### src/vag_pkg.sv
package vag_pkg;

  // Field widths
  localparam int SMP_W   = 16;               // PCM sample, Q1.15
  localparam int MAG_W   = SMP_W;            // |sample| reaches 2^15
  localparam int THR_W   = 17;               // threshold, Q0.16 with 1.0 allowed
  localparam int HANG_W  = 8;
  localparam int CFG_W   = THR_W;            // widest register

  // Frame accumulation
  localparam int MAX_FRAME = 4096;
  localparam int CNT_W     = $clog2(MAX_FRAME + 1);
  localparam int SQ_W      = 2 * MAG_W - 1;  // largest square is 2^30
  localparam int SUM_W     = SQ_W + CNT_W - 1;
  localparam logic [CNT_W-1:0] CNT_MAX = CNT_W'(MAX_FRAME);

  // Shared shift-add multiplier: multiplicand up to thr*count, multiplier up to thr
  localparam int MUL_A_W   = THR_W + CNT_W;
  localparam int MUL_B_W   = THR_W;
  localparam int MUL_P_W   = MUL_A_W + MUL_B_W;
  localparam int MUL_CNT_W = $clog2(MUL_B_W + 1);
  localparam logic [MUL_CNT_W-1:0] MUL_STEPS = MUL_CNT_W'(MUL_B_W);

  // Energy compare: 4*sum against thr^2*count
  localparam int LHS_W = SUM_W + 2;

  localparam logic [THR_W-1:0] THR_MAX = THR_W'(65536);

  // Stream payload widths
  localparam int IN_TDATA_W  = 16;
  localparam int IN_TUSER_W  = 2;
  localparam int OUT_TDATA_W = 8;

  // Register indexes
  typedef enum logic [1:0] {
    CFG_PTT_MODE  = 2'd0,
    CFG_VAD_MODE  = 2'd1,
    CFG_THRESHOLD = 2'd2,
    CFG_HANGOVER  = 2'd3
  } cfg_idx_t;

  // What the gate decision needs at the end of a frame
  typedef struct packed {
    logic ptt_mode;
    logic vad_mode;
    logic vad_flag;
    logic key;
    logic energy_pass;
  } decide_in_t;

endpackage

### src/vag_sermul.sv
// Radix-2 shift-add multiplier, one multiplier bit per cycle.
module vag_sermul (
  input  logic                          clk,
  input  logic                          rst_n,
  input  logic                          start,
  input  logic [vag_pkg::MUL_A_W-1:0]   a,
  input  logic [vag_pkg::MUL_B_W-1:0]   b,
  output logic                          done,
  output logic [vag_pkg::MUL_P_W-1:0]   p
);

  logic [vag_pkg::MUL_A_W-1:0]   a_r, a_nxt;
  logic [vag_pkg::MUL_P_W-1:0]   p_r, p_nxt;
  logic [vag_pkg::MUL_CNT_W-1:0] cnt_r, cnt_nxt;
  logic                          done_r, done_nxt;
  logic [vag_pkg::MUL_A_W:0]     part;

  always_comb begin
    part     = {1'b0, p_r[vag_pkg::MUL_P_W-1:vag_pkg::MUL_B_W]}
             + (p_r[0] ? {1'b0, a_r} : '0);
    a_nxt    = a_r;
    p_nxt    = p_r;
    cnt_nxt  = cnt_r;
    done_nxt = 1'b0;
    if (start) begin
      a_nxt   = a;
      p_nxt   = {{vag_pkg::MUL_A_W{1'b0}}, b};
      cnt_nxt = vag_pkg::MUL_STEPS;
    end else if (cnt_r != '0) begin
      // add on the low bit, shift product and multiplier right together
      p_nxt    = {part, p_r[vag_pkg::MUL_B_W-1:1]};
      cnt_nxt  = cnt_r - 1'b1;
      done_nxt = (cnt_r == vag_pkg::MUL_CNT_W'(1));
    end
  end

  always_ff @(posedge clk) begin
    if (!rst_n) begin
      cnt_r  <= '0;
      done_r <= 1'b0;
    end else begin
      cnt_r  <= cnt_nxt;
      done_r <= done_nxt;
    end
  end

  always_ff @(posedge clk) begin
    a_r <= a_nxt;
    p_r <= p_nxt;
  end

  assign done = done_r;
  assign p    = p_r;

endmodule

### src/vag_decide.sv
// Frame gate decision and hangover counter.
module vag_decide (
  input  logic                       clk,
  input  logic                       rst_n,
  input  logic                       commit,
  input  vag_pkg::decide_in_t        din,
  input  logic [vag_pkg::HANG_W-1:0] hang_reload,
  output logic                       tx
);

  logic [vag_pkg::HANG_W-1:0] hang_r, hang_nxt;
  logic                       hang_nz;

  always_comb begin
    hang_nz  = (hang_r != '0);
    hang_nxt = hang_r;
    tx       = 1'b0;
    if (din.ptt_mode) begin
      if (din.key) begin
        hang_nxt = hang_reload;
        tx       = 1'b1;
      end else if (hang_nz) begin
        // send only while the count stays above zero after the decrement
        hang_nxt = hang_r - 1'b1;
        tx       = (hang_r != vag_pkg::HANG_W'(1));
      end
    end else if (!din.vad_mode) begin
      tx = 1'b1;
    end else if (din.vad_flag && din.energy_pass) begin
      hang_nxt = hang_reload;
      tx       = 1'b1;
    end else if (hang_nz) begin
      hang_nxt = hang_r - 1'b1;
      tx       = 1'b1;
    end
  end

  always_ff @(posedge clk) begin
    if (!rst_n) begin
      hang_r <= '0;
    end else if (commit) begin
      hang_r <= hang_nxt;
    end
  end

endmodule

### src/voice_activity_gate_ptt_hangover_unit.sv
// Channel  | Ports                                  | Payload
// ---------+----------------------------------------+-------------------------------------
// in       | in_tvalid in_tready in_tdata in_tlast  | tdata[15:0] sample, tlast frame_last,
//          | in_tuser                               | tuser[0] external_vad, [1] key_pressed
// out      | out_tvalid out_tready out_tdata        | tdata[0] transmit, [7:1] zero
// cfg      | cfg_wr_en cfg_index cfg_data           | index 0..3, data up to 17 bits
//
// A sample that is not last passes the transfer, the serial squarer (one step per
// multiplier bit, then the done flag) and the accumulate step. The last sample of a frame
// adds two more passes of the same multiplier (thr*count, then *thr) and then the
// decision step.
// Reset (rst_n low, synchronous) clears the accumulators, hangover and control.
// The output register holds one result. A stalled result does not stop the intake or the
// squaring of new samples, but the next decision waits for it, with the intake closed.
module voice_activity_gate_ptt_hangover_unit (
  input  logic                            clk,
  input  logic                            rst_n,
  // input stream
  input  logic                            in_tvalid,
  output logic                            in_tready,
  input  logic [vag_pkg::IN_TDATA_W-1:0]  in_tdata,   // [15:0] sample
  input  logic                            in_tlast,   // frame_last
  input  logic [vag_pkg::IN_TUSER_W-1:0]  in_tuser,   // [0] external_vad, [1] key_pressed
  // result stream
  output logic                            out_tvalid,
  input  logic                            out_tready,
  output logic [vag_pkg::OUT_TDATA_W-1:0] out_tdata,  // [0] transmit, [7:1] zero
  // configuration writes
  input  logic                            cfg_wr_en,
  input  logic [1:0]                      cfg_index,
  input  logic [vag_pkg::CFG_W-1:0]       cfg_data
);

  typedef enum logic [5:0] {
    ST_IDLE = 6'b000001,  // wait for a sample
    ST_SQ   = 6'b000010,  // square |sample|
    ST_ACC  = 6'b000100,  // add square into frame sum
    ST_TC   = 6'b001000,  // thr * count
    ST_TT   = 6'b010000,  // (thr * count) * thr
    ST_DEC  = 6'b100000   // compare, decide, load result
  } state_t;

  state_t state_r, state_nxt;

  // Configuration registers
  logic                        ptt_mode_r;
  logic                        vad_mode_r;
  logic [vag_pkg::THR_W-1:0]   thr_r;
  logic [vag_pkg::HANG_W-1:0]  hang_frames_r;
  logic [vag_pkg::THR_W-1:0]   thr_wr;

  // Per-sample context held across the multiplier passes
  logic last_r, vad_r, key_r;

  // Frame accumulators
  logic [vag_pkg::SUM_W-1:0]   sum_r, sum_nxt;
  logic [vag_pkg::CNT_W-1:0]   cnt_r, cnt_nxt;

  // Output register
  logic                            out_tvalid_r, out_tvalid_nxt;
  logic [vag_pkg::OUT_TDATA_W-1:0] out_tdata_r, out_tdata_nxt;

  // Multiplier hookup
  logic                          mul_start;
  logic [vag_pkg::MUL_A_W-1:0]   mul_a;
  logic [vag_pkg::MUL_B_W-1:0]   mul_b;
  logic                          mul_done;
  logic [vag_pkg::MUL_P_W-1:0]   mul_p;

  logic                          in_xfer;
  logic [vag_pkg::MAG_W-1:0]     mag;
  logic [vag_pkg::LHS_W-1:0]     lhs;
  logic                          commit;
  logic                          tx;
  vag_pkg::decide_in_t           dec_in;

  assign in_tready = (state_r == ST_IDLE);
  assign in_xfer   = in_tvalid && in_tready;

  // Two's complement magnitude; -32768 maps to 32768, which fits unsigned
  assign mag = in_tdata[vag_pkg::SMP_W-1] ? (~in_tdata[vag_pkg::SMP_W-1:0] + 1'b1)
                                          : in_tdata[vag_pkg::SMP_W-1:0];

  // Threshold above 1.0 saturates at the write
  assign thr_wr = (cfg_data[vag_pkg::THR_W-1] && (cfg_data[vag_pkg::THR_W-2:0] != '0))
                ? vag_pkg::THR_MAX : cfg_data[vag_pkg::THR_W-1:0];

  // 4*sum against thr^2*count, both exact
  assign lhs = {sum_r, 2'b00};

  assign dec_in.ptt_mode    = ptt_mode_r;
  assign dec_in.vad_mode    = vad_mode_r;
  assign dec_in.vad_flag    = vad_r;
  assign dec_in.key         = key_r;
  assign dec_in.energy_pass = (vag_pkg::MUL_P_W'(lhs) >= mul_p);

  assign commit = (state_r == ST_DEC) && (!out_tvalid_r || out_tready);

  always_comb begin
    state_nxt      = state_r;
    sum_nxt        = sum_r;
    cnt_nxt        = cnt_r;
    mul_start      = 1'b0;
    mul_a          = '0;
    mul_b          = '0;
    out_tvalid_nxt = out_tvalid_r && !out_tready;
    out_tdata_nxt  = out_tdata_r;
    case (state_r)
      ST_IDLE: begin
        if (in_xfer) begin
          mul_start = 1'b1;
          mul_a     = vag_pkg::MUL_A_W'(mag);
          mul_b     = vag_pkg::MUL_B_W'(mag);
          state_nxt = ST_SQ;
        end
      end
      ST_SQ: begin
        if (mul_done) begin
          state_nxt = ST_ACC;
        end
      end
      ST_ACC: begin
        // saturate: past the frame limit, sum and count both hold
        if (cnt_r < vag_pkg::CNT_MAX) begin
          sum_nxt = sum_r + vag_pkg::SUM_W'(mul_p[vag_pkg::SQ_W-1:0]);
          cnt_nxt = cnt_r + 1'b1;
        end
        if (last_r) begin
          mul_start = 1'b1;
          mul_a     = vag_pkg::MUL_A_W'(cnt_nxt);
          mul_b     = thr_r;
          state_nxt = ST_TC;
        end else begin
          state_nxt = ST_IDLE;
        end
      end
      ST_TC: begin
        if (mul_done) begin
          mul_start = 1'b1;
          mul_a     = mul_p[vag_pkg::MUL_A_W-1:0];
          mul_b     = thr_r;
          state_nxt = ST_TT;
        end
      end
      ST_TT: begin
        if (mul_done) begin
          state_nxt = ST_DEC;
        end
      end
      ST_DEC: begin
        // hold here until the output register is free
        if (commit) begin
          out_tvalid_nxt = 1'b1;
          out_tdata_nxt  = vag_pkg::OUT_TDATA_W'(tx);
          sum_nxt        = '0;
          cnt_nxt        = '0;
          state_nxt      = ST_IDLE;
        end
      end
      default: begin
        state_nxt = ST_IDLE;
      end
    endcase
  end

  always_ff @(posedge clk) begin
    if (!rst_n) begin
      state_r       <= ST_IDLE;
      sum_r         <= '0;
      cnt_r         <= '0;
      out_tvalid_r  <= 1'b0;
      ptt_mode_r    <= 1'b0;
      vad_mode_r    <= 1'b1;
      thr_r         <= vag_pkg::THR_W'(1311);
      hang_frames_r <= vag_pkg::HANG_W'(10);
    end else begin
      state_r      <= state_nxt;
      sum_r        <= sum_nxt;
      cnt_r        <= cnt_nxt;
      out_tvalid_r <= out_tvalid_nxt;
      if (cfg_wr_en) begin
        case (cfg_index)
          vag_pkg::CFG_PTT_MODE:  ptt_mode_r    <= cfg_data[0];
          vag_pkg::CFG_VAD_MODE:  vad_mode_r    <= cfg_data[0];
          vag_pkg::CFG_THRESHOLD: thr_r         <= thr_wr;
          vag_pkg::CFG_HANGOVER:  hang_frames_r <= cfg_data[vag_pkg::HANG_W-1:0];
          default: ;
        endcase
      end
    end
  end

  // Payload registers: capture the sample context on transfer
  always_ff @(posedge clk) begin
    out_tdata_r <= out_tdata_nxt;
    if (in_xfer) begin
      last_r <= in_tlast;
      vad_r  <= in_tuser[0];
      key_r  <= in_tuser[1];
    end
  end

  vag_sermul u_mul (
    .clk   (clk),
    .rst_n (rst_n),
    .start (mul_start),
    .a     (mul_a),
    .b     (mul_b),
    .done  (mul_done),
    .p     (mul_p)
  );

  vag_decide u_dec (
    .clk         (clk),
    .rst_n       (rst_n),
    .commit      (commit),
    .din         (dec_in),
    .hang_reload (hang_frames_r),
    .tx          (tx)
  );

  assign out_tvalid = out_tvalid_r;
  assign out_tdata  = out_tdata_r;

endmodule

### config.mk
export PLATFORM = sky130hd
export DESIGN_NAME = voice_activity_gate_ptt_hangover_unit
export DESIGN_NICKNAME = d
export VERILOG_FILES = /design/src/vag_pkg.sv /design/src/vag_sermul.sv /design/src/vag_decide.sv /design/src/voice_activity_gate_ptt_hangover_unit.sv
export SDC_FILE = /design/constraint.sdc
export NUM_CORES = 1
export LEC_CHECK = 0
export BUFFER_PORTS_ARGS = -buffer_cell sky130_fd_sc_hd__buf_2
export CORE_ASPECT_RATIO = 1.1
export CORE_UTILIZATION = 63
export DETAILED_ROUTE_END_ITERATION = 10
export GPL_ROUTABILITY_DRIVEN = 0
export PLACE_DENSITY_LB_ADDON = 0.2
export SYNTH_ARGS = -nofsm -noshare
export SYNTH_HDL_FRONTEND = slang
export SYNTH_SLANG_ARGS = --single-unit
### constraint.sdc
create_clock -name clk -period 3.3 [get_ports clk]
set_input_delay 0.165 -clock clk [delete_from_list [all_inputs] [get_ports clk]]
set_output_delay 0.165 -clock clk [all_outputs]
set_load 0.005 [all_outputs]
==> results.tsv, run 1 <==
metric	value	unit
CTS buffer count	17	
Setup WS post-layout	111	ps
Critical Path AT	3510	ps
Placeable Area	19200	sq um
Initial Util	64.8	%
Syn Area/Cell	8.50	sq um
ys flop type	dfxtp_1	
maximum level of the CTS H-tree	4	
sw power	3.64	mW
sw frac	40.7	%
Die ar.	20300	sq um
clock power share	24.6	%
worst path required time	3620	ps
total power	8.93	mW
largest net degree at the start of global routing	61	
Post-Route WL	33.3	mm
number of enable flip-flop cells after synthesis	51	
IO buf count	45	
Post-Syn Area	12500	sq um
row cnt	53	
vias in the first global route	10400	
LEAKAGE	5.94	nW
Initial DRC Count	981	
Ant. Diodes	0	
DRC viols	0	
filler cell count	1474	
Synth async-reset ratio	0	%
FMAX	0.314	GHz
DR vias	11300	
clk root buf	clkbuf_16	
Slew Limit Fails	0	
status	finished, final reports clean	
clk_lat worst skew	450	ps
GRT Resource Usage Total	33.0	%
design area	13800	sq um
Area growth syn-to-layout	10.9	%
I/O Pins	53	
worst-case clock buffer depth	2	
library cells used by synthesis	85	
fin cells	1784	
sequential power share	34.6	%
share of the clock period used by the worst path	96.6	%
final hold violations	0	
WL per Instance	18.7	microns
max cap viols	0	
Gate Count Post-Synth	1466	
Num Clock Sinks	185	
Clock Skews	21.9	ps
Gate power share	40.7	%
maximum VDD drop	0.000420	V
Period minus WS final	3190	ps
antenna violations before repair	0	
CP Max Fanout	6	
via/cell ratio	6.33	
Pre-antenna DRT Iters	5	
placed cell count	1730	
Final nets	1681	
sequential share of the synthesized area	33.8	%
clk slew on worst S/H paths	80	ps
die span in x	136	microns
first-pass GRT wire length	52.2	mm
Setup WS pre-CTS	17.5	ps
TritonCTS clock tree	yes	
Post-DP HPWL	24.4	mm
Die Height	150	microns
final setup fails	0	
global route total overflow	0	
Pint	5.29	mW
synthesized flop and latch total	185	
Hold WC Path Type	in -> reg	
relative slew slack	37.1	%
crit end category	flop	
Worst Tran Pin Value	931	ps
WS Path Type	reg -> reg	
CP Launch Type	flop	
ANT nets after route	0	
Pwr Density	646	nW/um^2
layout cells sized above 1	9.63	%
Area after DPL	12900	sq um
Yosys warning count	0	
## what timing repair did
action / 4_1_cts / 5_1_grt
resized for setup: 1 / 11
pin swaps: 0 / 7
setup endpoints to repair: 1 / 26
buffers inserted: 0 / 8
endpoints found under the hold margin: 14 / 1
hold buffers: 13 / 1
## worst max-delay path, cell delays in order, from the launching register on
cell and delay, ps:
edfxtp_1 500, ha_1 430, inv_1 100, nor3_2 260, nand3_1 160, nor4_1 570
o31ai_1 190, a311oi_2 310, buf_4 220, nand3_1 110, xor2_1 160, nor2_1 50
## power by group through the flow
stage / logic, mW / registers, mW / clock network (mW)
2_1_floorplan: 2.60 / 3.00 / 0
3_3_place_gp: 3.34 / 3.14 / 0
3_5_place_dp: 3.44 / 3.14 / 0
4_1_cts: 3.50 / 3.09 / 2.21
5_1_grt: 4.02 / 3.11 / 2.31
6_report: 3.64 / 3.09 / 2.20
## cell usage in the layout, fill, tap and decap left out, types with 8 or more instances in the layout
master,instances
nor4_1,11
o21ai_0,81
buf_2,45
mux2i_1,9
edfxtp_1,51
nor3_1,50
xor2_1,50
ha_1,112
nor2_1,94
nor2b_1,45
o31ai_1,11
a211o_1,9
o211ai_1,9
a211oi_1,8
or3_1,15
dlygate4sd3_1,14
nand2b_1,9
inv_1,65
a22oi_1,25
and3_1,13
a21o_1,45
o21a_1,10
nand2_1,168
and2_1,42
a21boi_0,13
a31oi_1,15
dfxtp_1,134
buf_4,37
clkbuf_16,17
a221o_1,9
nand3_1,43
a21oi_1,96
nand4_1,20
xnor2_1,38
## state kept, by name (all words and copies together) (netlist names), 5 cells and up
name           count
u_mul.p           47
sum_r             43
u_mul.a_r         30
thr_r             17
cnt_r             13
hang_frames_r      8
u_dec.hang_r       8
state_r            6
u_mul.cnt_r        5
## cells in the mapped netlist, types with 45 or more instances
cell | n | share of area [%]
nand2_1 | 168 | 5.1
nor2_1 | 94 | 2.8
nor2b_1 | 45 | 2.3
edfxtp_1 | 51 | 12
ha_1 | 112 | 11
a21o_1 | 45 | 2.7
dfxtp_1 | 134 | 22
a21oi_1 | 97 | 3.9
inv_1 | 66 | 2.0
clkbuf_1 | 46 | 1.4
nor3_1 | 51 | 2.0
o21ai_0 | 83 | 3.3
xor2_1 | 50 | 3.5
## final timing paths
kind                    startpoint               end  slack, ps  depth (start not counted)
setup / recovery       u_mul.p[15]         sum_r[35]        110                         11
hold / removal         cfg_data[5]  hang_frames_r[5]          6                          3
setup reg to reg       u_mul.p[15]         sum_r[35]        110                         11
hold reg to reg   hang_frames_r[1]  hang_frames_r[1]        470                          2
## per-layer routing
metal	GRT usage, %	vias to the layer above	part of all wire (%)
met5	0	-	0
met3	4.54	101	6.0
met2	55.3	484	48
met1	41.0	5283	41
met4	17.2	0	4.3
li1	-	5432	-
## cell families (layout without fill, tap and decap cells)
kind of cell             after synthesis  after routing  share of synthesized area (%)
other                                  1              7                         0.0301
multiplexers                           9              9                          0.723
AND/OR/NAND/NOR                      551            551                           22.4
XOR/XNOR                              88             88                           6.18
adder cells (fa/ha/maj)              114            114                           11.6
buffers and inverters                132            197                           4.72
AO/OA/AOI/OAI                        386            386                           20.6
flip-flops                           185            185                           33.8
## through the flow
stage / utilization, % / hold WS (ps) / TNS (ps)
4_1_cts: 71.2 / 0.353 / 0
3_3_place_gp: 67.2 / 344 / 0
5_1_grt: 71.9 / 20.0 / -60.9
2_1_floorplan: - / 264 / 0
6_report: 71.9 / 6.24 / 0
3_5_place_dp: 67.2 / 345 / 0
## area by class of cell
class | instances | area, sq um | area share, %
Multi-Input combinational cell | 1155 | 7750 | 56.0
Sequential cell | 185 | 4210 | 30.5
Timing Repair Buffer | 98 | 668 | 4.83
Clock buffer | 18 | 439 | 3.18
Tap cell | 247 | 309 | 2.24
Inverter | 67 | 251 | 1.82
Clock inverter | 14 | 194 | 1.40
Power figures use the tool's default switching activity.
==> run 2, diff against run 1 <==
BUFFER_PORTS_ARGS = -buffer_cell sky130_fd_sc_hd__buf_4   (was -buffer_cell sky130_fd_sc_hd__buf_2)
SLEW_MARGIN = 0   (was unset)
==> results.tsv, run 2 (synthesis gave the netlist of run 1 again) <==
metric	value	unit	change
fin cells	1786		was 1784
placed cell count	1730		unchanged
clk root buf	clkbuf_16		unchanged
Pre-antenna DRT Iters	6		was 5
Num Clock Sinks	185		unchanged
DR vias	11200		was 11300
reg2reg start	u_mul.p[8]		was u_mul.p[15]
Slew Limit Fails	0		unchanged
CTS buffer count	17		unchanged
via/cell ratio	6.27		was 6.33
Initial DRC Count	875		was 981
clock power share	24.2	%	was 24.6%
largest net degree at the start of global routing	43		was 61
Post-DP HPWL	24.3	mm	was 24.4 mm
max cap viols	0		unchanged
Setup crit end	sum_r[31]		was sum_r[35]
antenna violations before repair	1		was 0
final setup fails	0		unchanged
WL per Instance	18.5	microns	was 18.7 microns
relative slew slack	37.4	%	was 37.1%
most frequent cells in the layout	168 x nand2_1, 134 x dfxtp_1, 112 x ha_1, 95 x a21oi_1, 94 x nor2_1		was 168 x nand2_1, 134 x dfxtp_1, 112 x ha_1, 96 x a21oi_1, 94 x nor2_1
Period minus WS final	3170	ps	was 3190 ps
Pint	5.22	mW	was 5.29 mW
CP Launch Type	flop		unchanged
final hold violations	0		unchanged
LEAKAGE	5.97	nW	was 5.94 nW
clk slew on worst S/H paths	80	ps	about the same
crit end category	flop		unchanged
worst-case clock buffer depth	2		unchanged
filler cell count	1498		was 1474
Placeable Area	19200	sq um	unchanged
die span in x	136	microns	unchanged
Gate power share	40.8	%	was 40.7%
Reg2Reg Capture Point	sum_r[31]		was sum_r[35]
Post-Route WL	33.0	mm	was 33.3 mm
most common cell after layout, fill and taps aside	nand2_1		unchanged
Pwr Density	636	nW/um^2	was 646 nW/um^2
Critical Path AT	3500	ps	was 3510 ps
Area growth syn-to-layout	11.7	%	was 10.9%
multi-input logic area	7730	sq um	was 7750 sq um
global route total overflow	0		unchanged
sw power	3.64	mW	about the same
Die Height	150	microns	unchanged
hold wc startpoint	out_tready		was cfg_data[5]
ANT nets after route	0		unchanged
TritonCTS clock tree	yes		unchanged
status	finished, final reports clean		unchanged
maximum VDD drop	0.000423	V	was 0.000420 V
unrepaired setup endpoints after global routing	no		
register area	4210	sq um	unchanged
worst path required time	3630	ps	was 3620 ps
Largest register FFs	47		unchanged
vias in the first global route	10500		was 10400
FMAX	0.315	GHz	was 0.314 GHz
Crit. Startpoint	u_mul.p[8]		was u_mul.p[15]
share of the clock period used by the worst path	96.1	%	was 96.6%
DRC viols	0		unchanged
Worst Tran Pin Value	927	ps	was 931 ps
GRT Resource Usage Total	33.3	%	was 33.0%
CP Max Fanout	6		unchanged
Final nets	1683		was 1681
first-pass GRT wire length	52.9	mm	was 52.2 mm
worst r2r path cells	11		unchanged
Clock Skews	13.8	ps	was 21.9 ps
row cnt	53		unchanged
layout cells sized above 1	9.36	%	was 9.63%
sequential power share	34.9	%	was 34.6%
Sum Neg Setup Slack	0	ps	unchanged
Initial Util	64.8	%	unchanged
Hold WC Path Type	in -> reg		unchanged
IO buf count	45		unchanged
Ant. Diodes	0		unchanged
maximum level of the CTS H-tree	4		unchanged
Die ar.	20300	sq um	unchanged
setup slack, reg-to-reg	130	ps	was 110 ps
I/O Pins	53		unchanged
WS Path Type	reg -> reg		unchanged
sw frac	41.1	%	was 40.7%
clk_lat worst skew	450	ps	about the same
==> run 2: changes by cell type in the layout (fill, tap and decap cells not counted), sizes merged <==
cell	delta
clkinvlp	+1
clkinv	-1
buf	-3
bufinv	-1
inv	+2
dlygate4sd3	+6
clkbuf	-2
==> run 2: worst min-delay path by stage <==
stage | to | slack, ps | cells after the start
2_1_floorplan | key_r | 260 | 0
5_1_grt | state_r[5] | 60 | 4
6_report | state_r[5] | 30 | 4
3_3_place_gp | key_r | 350 | 1
4_1_cts | state_r[5] | 30 | 4
3_5_place_dp | last_r | 340 | 1
==> run 2: power by group through the flow <==
stage,logic (mW),clock network [mW],registers [mW]
floorplan,2.60,0,3.00
global placement,3.36,0,3.13
detailed placement,3.44,0,3.14
CTS,3.50,2.17,3.09
global route,3.99,2.25,3.13
finish,3.62,2.15,3.09
==> run 2: cell type report <==
class | instances | area share, %
Multi-Input combinational cell | 1155 | 55.5
Sequential cell | 185 | 30.3
Timing Repair Buffer | 100 | 5.73
Clock buffer | 17 | 3.06
Tap cell | 247 | 2.22
Inverter | 67 | 1.81
Clock inverter | 15 | 1.37
==> run 2: metal layers <==
layer	routed length (microns)	track usage, %	share of wire (%)
met1	14100	41.5	43
met2	15700	55.7	48
met3	1610	4.91	4.9
met4	1610	16.7	4.9
met5	0	0	0
==> run 2: worst max-delay path: stages (launching register included) <==
cell and delay, ps:
edfxtp_1 450, ha_1 380, a21o_1 200, a21o_1 200
a2111oi_0 590, nor4_2 150, o31ai_1 420, a311oi_2 160
buf_4 200, nand2_1 80, xor2_1 160, nor2_1 50
==> run 2: stage by stage <==
step	worst slack, ps	util, %	cell area (sq um)	power (mW)	hold WS (ps)
CTS	14.7	72.0	13800	8.76	25.5
floorplan	349	-	12500	5.60	264
global route	12.8	72.4	13900	9.37	59.6
detailed placement	38.6	67.8	13000	6.58	344
global placement	154	67.8	13000	6.49	346
finish	129	72.4	13900	8.86	26.2
==> run 2: what timing repair did <==
item	4_1_cts	5_1_grt
buffers inserted	0	4
setup endpoints to repair	0	28
gates resized for setup	0	12
hold buffers	20	0
endpoints found under the hold margin	28	0
